File: config.mk
export PLATFORM = sky130hd
export DESIGN_NAME = bqlp_coef_regs
export DESIGN_NICKNAME = d
export VERILOG_FILES = /design/src/design/bqlp_pkg.sv /design/src/design/bqlp_coef_regs.sv
export SDC_FILE = /design/constraint.sdc
export NUM_CORES = 1
export LEC_CHECK = 0
export BUFFER_PORTS_ARGS = -buffer_cell sky130_fd_sc_hd__clkbuf_2
export CAP_MARGIN = 30
export CORE_AREA = 2 2 80 82
export DETAILED_ROUTE_END_ITERATION = 10
export DIE_AREA = 0 0 82 84
export PLACE_DENSITY = 0.86
export SLEW_MARGIN = 20
export SYNTH_ARGS = -nofsm -noshare
export SYNTH_HDL_FRONTEND = slang
export SYNTH_SLANG_ARGS = --single-unit
File: constraint.sdc
create_clock -name clk -period 2 [get_ports clk]
set_input_delay 0.2 -clock clk [delete_from_list [all_inputs] [get_ports clk]]
set_output_delay 0.2 -clock clk [all_outputs]
set_load 0.005 [all_outputs]
File: src/design/bqlp_pkg.sv
// shared widths, register indexes and types for the biquad low-pass section
// no dependencies; used by every module of the block
package bqlp_pkg;

    localparam int SAMPLE_BITS    = 16;
    localparam int COEF_FRAC_BITS = 16;
    localparam int COEF_WIDTH     = 20;
    localparam int CFG_INDEX_BITS = 8;

    // edge product: coefficient times a sum of two samples
    localparam int PROD_WIDTH  = COEF_WIDTH + SAMPLE_BITS + 1;
    // four products plus rounding stay well inside this
    localparam int ACC_WIDTH   = PROD_WIDTH + 2;
    localparam int SHIFT_WIDTH = ACC_WIDTH - COEF_FRAC_BITS;

    localparam logic [CFG_INDEX_BITS-1:0] REG_COEF_EDGE = CFG_INDEX_BITS'(0);
    localparam logic [CFG_INDEX_BITS-1:0] REG_COEF_MID  = CFG_INDEX_BITS'(1);
    localparam logic [CFG_INDEX_BITS-1:0] REG_COEF_FB1  = CFG_INDEX_BITS'(2);
    localparam logic [CFG_INDEX_BITS-1:0] REG_COEF_FB2  = CFG_INDEX_BITS'(3);

    localparam logic signed [COEF_WIDTH-1:0] COEF_EDGE_RESET = COEF_WIDTH'(65536);

    typedef logic signed [SAMPLE_BITS-1:0] sample_t;
    typedef logic signed [COEF_WIDTH-1:0]  coef_t;

    typedef struct packed {
        coef_t edge_gain;
        coef_t mid_gain;
        coef_t fb1_gain;
        coef_t fb2_gain;
    } coef_set_t;

    typedef struct packed {
        sample_t in_1;
        sample_t in_2;
        sample_t out_1;
        sample_t out_2;
    } hist_t;

    typedef struct packed {
        sample_t sample;
        logic    clipped;
    } result_t;

endpackage

File: src/design/bqlp_coef_regs.sv
// coefficient register file written through the configuration channel
// depends on bqlp_pkg
module bqlp_coef_regs
(
    input  logic                                clk,
    input  logic                                rst_n,
    input  logic                                wr_en,
    input  logic [bqlp_pkg::CFG_INDEX_BITS-1:0] wr_index,
    input  logic [bqlp_pkg::COEF_WIDTH-1:0]     wr_data,
    output bqlp_pkg::coef_set_t                 coefs
);

    bqlp_pkg::coef_set_t coefs_reg;

    always_ff @(posedge clk or negedge rst_n)
    begin
        if (!rst_n)
        begin
            coefs_reg.edge_gain <= bqlp_pkg::COEF_EDGE_RESET;
            coefs_reg.mid_gain  <= '0;
            coefs_reg.fb1_gain  <= '0;
            coefs_reg.fb2_gain  <= '0;
        end
        else if (wr_en)
        begin
            unique case (wr_index)
                bqlp_pkg::REG_COEF_EDGE: coefs_reg.edge_gain <= wr_data;
                bqlp_pkg::REG_COEF_MID:  coefs_reg.mid_gain  <= wr_data;
                bqlp_pkg::REG_COEF_FB1:  coefs_reg.fb1_gain  <= wr_data;
                bqlp_pkg::REG_COEF_FB2:  coefs_reg.fb2_gain  <= wr_data;
                default:                 ;
            endcase
        end
    end

    assign coefs = coefs_reg;

endmodule

==> metrics.txt, run 1 <==
Syn. warnings=0; Nets=330; ANT nets after route=0; CTS root buf=clkbuf_8; Synth Area per Inst=17.4 µm²; full die area=0.00689 mm²; Vias/cell=5.10; Worst Skew=0 ns; initial antenna violation count=0; number of H-tree levels=3; Num CTS Buffers=9; layout cell share with drive strength beyond 1=71.7%; final setup violating endpoints=0; area added between synthesis and finish=31.5%; Worst-path clk slew=0.08 ns; Synth Instances=174; Slew Limit Fails=0; drt pass-1 iters=4; WL/cell=16.9 µm; Port Buf Inserts=110; final worst-path cycle share=69.5%; VDD IR max=0.000551 V; register bit total from synthesis=80; CP Data Required Time=2.22 ns; Worst R2R Start=coefs[59]; largest net degree at the start of global routing=40; PD cells=851 mW/mm²; Data arrival, critical path=1.61 ns; # clock sinks=80; Die Span Y=84 µm; Max Clk Rate=0.719 GHz; R2R Setup Slk=1.21 ns; Resize count post-CTS=0; die width=82 µm; DR vias=1945; Fin Setup TNS=0 ns; most common cell after layout, fill and taps aside=clkbuf_2; slew margin rel.=74.1%; Worst Hold Class=in -> reg; Net Count, Synth=205; Design Power=0.00338 W; n_diodes=0; CTS tree=built; FP Rows=29; min cycle time layout=1.39 ns; status=completed; register area share after synthesis=66.3%; GP Congestion=0.684; GRT overflow=0; RSZ-0062 raised after global routing=false; Startpoint Class=primary input; Worst Path Max Fanout=6; hold endpoint=coefs[37]; I/O pin count=111; Final Hold Viols=0; R2R depth=1; All-Layer GR Usage=19.7%; Largest register FFs=80; Max Cap Viol=0; Worst Min Path Start=wr_data[17]; WL final=6440 µm; CP Class=in -> reg; Starting Density=49.6%; Worst R2R End=coefs[59]; worst skew pair latency=0.34 ns; Core Region=0.00610 mm²; Lkg Pwr=2.24 nW; library cells used by synthesis=10; Netlist Area Pre-Place=0.00302 mm²; CP endpoint kind=flip-flop; Cells on Worst Hold Path=2; vias in the first global route=1941; post-DP HPWL=4730 µm; DRC=0; first-pass GRT wire length=9920 µm; clock tree buffer depth=2; Setup Slack @ Placement=0.269 ns; worst slew pin tran=0.388 ns; post-route worst setup slack=0.610 ns; most frequent cells in the layout=109 x clkbuf_2, 80 x mux2_2, 79 x dfrtp_1; DR iter-0 viols=43
## logic make-up (layout without fill, tap and decap cells)
group | Yosys count | count (layout) | share of synthesized area (%)
buffers and inverters | 8 | 138 | 1.74
flip-flops | 80 | 80 | 66.3
AND/OR/NAND/NOR | 6 | 6 | 2.15
multiplexers | 80 | 80 | 29.8
## stage by stage
step	cell area, µm²	instances	util (%)	hold slack, ns
after floorplan	3020	174	-	-0.0956
after global placement	3730	364	61.1	0.0480
after detailed placement	3730	364	61.1	0.0512
after CTS	3970	381	65.2	0.117
after global routing	3970	381	65.2	0.129
final	3970	381	65.2	0.133
## worst max path at each step
stage,end,slack (ns),start
3_3_place_gp,coefs[75],0.31,wr_index[5]
3_5_place_dp,coefs[74],0.27,wr_index[5]
4_1_cts,coefs[74],0.63,wr_index[5]
2_1_floorplan,coefs[60],0.63,wr_index[6]
6_report,coefs[75],0.61,wr_index[5]
5_1_grt,coefs[74],0.58,wr_index[5]
## repair_timing
| action | CTS | global route |
|---|---|---|
| hold buffers | 1 | 0 |
| endpoints found under the hold margin | 49 | 0 |
| endpoints found under the setup margin | 0 | 0 |
| setup buffers | 0 | 0 |
## critical path, stage by stage
cell and delay [ns]:
clkbuf_2 0.08, nor3_1 0.27, buf_4 0.18, and4bb_2 0.36
buf_4 0.18, mux2_2 0.33
## area by class of cell
cell class	count	area (µm²)
clock buffer	11	131
clock inverter	5	105
fill	466	2120
multi-input combinational	86	966
sequential	80	2000
tap	77	96.3
timing repair buffer	122	671
## where the power goes
group          internal (W)  switching [W]
clock              0.000830       0.000559
combinational      0.000138       0.000118
sequential          0.00169      0.0000414
total               0.00266       0.000719
## per-layer routing
metal	wire [µm]	GRT usage [%]	vias to the layer above
met3	515	5.41	10
met2	3000	30.2	85
li1	-	-	876
met4	116	8.18	0
met5	0	0	-
met1	2800	26.3	974
## synth_stat cells
master	number	area, µm²
mux2_2	80	901
nor3_1	1	5.00
dfstp_2	1	26.3
dfrtp_1	79	1980
nand4b_1	2	17.5
nor4b_4	1	23.8
nand4_1	1	6.26
buf_6	2	22.5
and4bb_2	1	12.5
buf_2	6	30.0
Note: power is estimated with default switching activity, not from simulation.
==> run 2, diff against run 1 <==
--- a/config.mk
+++ b/config.mk
@@ -7,10 +7,10 @@
 export LEC_CHECK = 0
 export BUFFER_PORTS_ARGS = -buffer_cell sky130_fd_sc_hd__clkbuf_2
 export CAP_MARGIN = 30
-export CORE_AREA = 2 2 80 82
+export CORE_AREA = 2 2 82 84
 export DETAILED_ROUTE_END_ITERATION = 10
-export DIE_AREA = 0 0 82 84
-export PLACE_DENSITY = 0.86
+export DIE_AREA = 0 0 84 86
+export PLACE_DENSITY = 0.83
 export SLEW_MARGIN = 20
 export SYNTH_ARGS = -nofsm -noshare
 export SYNTH_HDL_FRONTEND = slang
==> constraint.sdc (replaced) <==
create_clock -name clk -period 1.4 [get_ports clk]
set_input_delay 0.14 -clock clk [delete_from_list [all_inputs] [get_ports clk]]
set_output_delay 0.14 -clock clk [all_outputs]
set_load 0.005 [all_outputs]
==> metrics.txt, run 2 (synthesis results as in run 1) <==
Die Span Y=86 µm (+2.4%); Design Power=0.00447 W (+32%); DRC=0 (unchanged); CP max stage cell=dfstp_2; Max Clk Rate=0.894 GHz; most common cell after layout, fill and taps aside=clkbuf_2; Worst Hold Class=in -> reg; clock share of power=36.3% (-4.8 points); DR iter-0 viols=28 (-35%); ANT nets after route=0 (unchanged); Largest register FFs=80 (unchanged); WL/cell=16.2 µm (-4.0%); Pint=0.00344 W (+29%); CTS root buf=clkbuf_8; area added between synthesis and finish=30.1%; Vias/cell=5.06 (-0.93%); Combinational Power Share=8.2% (+0.6 points); sequential share of power=55.5% (+4.2 points); R2R Setup Slk=0.61 ns (-0.60 ns); Worst Path Max Fanout=2 (-4); CP Data Required Time=1.26 ns (-0.96 ns); Max Cap Viol=0 (unchanged); fillcell total=502 (+7.7%); Nets=331 (+0.30%); Num CTS Buffers=9 (unchanged); WP buf/inv=1 (-2); initial antenna violation count=0 (unchanged); crit-path leading delay family=flip-flops; GRT overflow=0 (unchanged); Worst R2R Start=coefs[0]; most frequent cells in the layout=109 x clkbuf_2, 80 x mux2_2, 79 x dfrtp_1; Final Hold Viols=0 (unchanged); drt pass-1 iters=4 (unchanged); slew margin rel.=75.6% (+1.5 points); vias in the first global route=2068 (+6.5%); Port Buf Inserts=110 (unchanged); Reg area=0.00200 mm² (unchanged); Starting Density=48.1% (-1.4 points); Worst Min Path Start=wr_data[2]; worst slew pin tran=0.366 ns (-0.0225 ns); PD cells=1140 mW/mm² (+33%); RSZ-0062 raised after global routing=false; Lkg Pwr=2.22 nW (-0.91%); CP startpoint=coefs[76]; DR vias=1932 (-0.67%); switching pwr=0.00102 W (+43%); Worst-path clk slew=0.08 ns (about the same); GP Congestion=0.748 (+9.3%); post-layout util=62.6% (-2.5 points); # clock sinks=80 (unchanged); placed cell area=0.00373 mm² (+0.20%); min cycle time layout=1.12 ns; fin area=0.00393 mm² (-1.0%); I/O pin count=111 (unchanged); die width=84 µm (+2.4%); n_diodes=0 (unchanged); Data arrival, critical path=0.98 ns (-0.63 ns); full die area=0.00722 mm² (+4.9%); largest net degree at the start of global routing=37 (-7.5%); Net Sw Frac=22.9% (+1.7 points); CP endpoint kind=output pin; final setup violating endpoints=0 (unchanged); FP Rows=29 (unchanged); VDD IR max=0.000685 V (+24%); layout cell share with drive strength beyond 1=71.8% (+0.093 points); clock tree buffer depth=2 (unchanged); WL final=6200 µm (-3.7%); CTS tree=built; number of H-tree levels=3 (unchanged); Core Region=0.00628 mm² (+3.0%); final worst-path cycle share=79.9%; Worst Skew=0 ns (unchanged); multi-input logic area=966 µm² (unchanged); All-Layer GR Usage=18.4% (-1.4 points); CP Class=reg -> out; Fin Setup TNS=0 ns (unchanged); slowest stage delay, CP=0.54 ns (+0.18 ns); worst skew pair latency=0.34 ns (about the same); Slew Limit Fails=0 (unchanged); Startpoint Class=flip-flop; CP Cell Sequence=clkbuf_2; status=completed; first-pass GRT wire length=10200 µm (+2.9%); post-DP HPWL=4590 µm (-3.0%)
==> run 2: timing repair <==
| item | 4_1_cts | 5_1_grt |
|---|---|---|
| hold buffers | 1 | 0 |
| setup buffers | 0 | 0 |
| gates resized for setup | 0 | 0 |
| hold endpoints to repair | 26 | 0 |
==> run 2: path summary, 6_finish.rpt <==
kind                        endpoint  cells past startpoint
max reg2reg                 coefs[0]                      1
max in group asynchronous  coefs[67]                      3
min                        coefs[22]                      2
min reg2reg                coefs[38]                      1
min in group asynchronous  coefs[12]                      2
max                        coefs[76]                      1
==> run 2: through the flow <==
stage          hold WS, ns  cells  setup WS, ns
2_1_floorplan       -0.156    174        0.0869
3_3_place_gp        0.0797    365       -0.0825
3_5_place_dp        0.0802    365        -0.111
4_1_cts             0.0559    382         0.260
5_1_grt             0.0596    382         0.205
6_report            0.0683    382         0.281
==> run 2: routing by layer <==
metal | wire [µm] | GRT usage, % | vias to the layer above
met5 | 0 | 0 | -
met4 | 118 | 7.62 | 0
met3 | 521 | 6.83 | 11
met2 | 2850 | 28.1 | 83
met1 | 2700 | 23.8 | 965
li1 | - | - | 873
==> run 2: cell type report <==
type                    count  area share [%]
well taps                  77            2.45
flip-flops and latches     80            50.9
repair buffers            123            17.2
clock buffers              11            3.34
multi-input cells          86            24.6
clock inverters             5            1.46
==> run 2: power groups by stage <==
stage / Combinational, W / Sequential, W / Clock (W)
after global routing: 0.000408 / 0.00249 / 0.00176
after CTS: 0.000378 / 0.00248 / 0.00167
after detailed placement: 0.000373 / 0.00252 / 0
after global placement: 0.000363 / 0.00252 / 0
after floorplan: 0.000105 / 0.00253 / 0
final: 0.000367 / 0.00248 / 0.00162
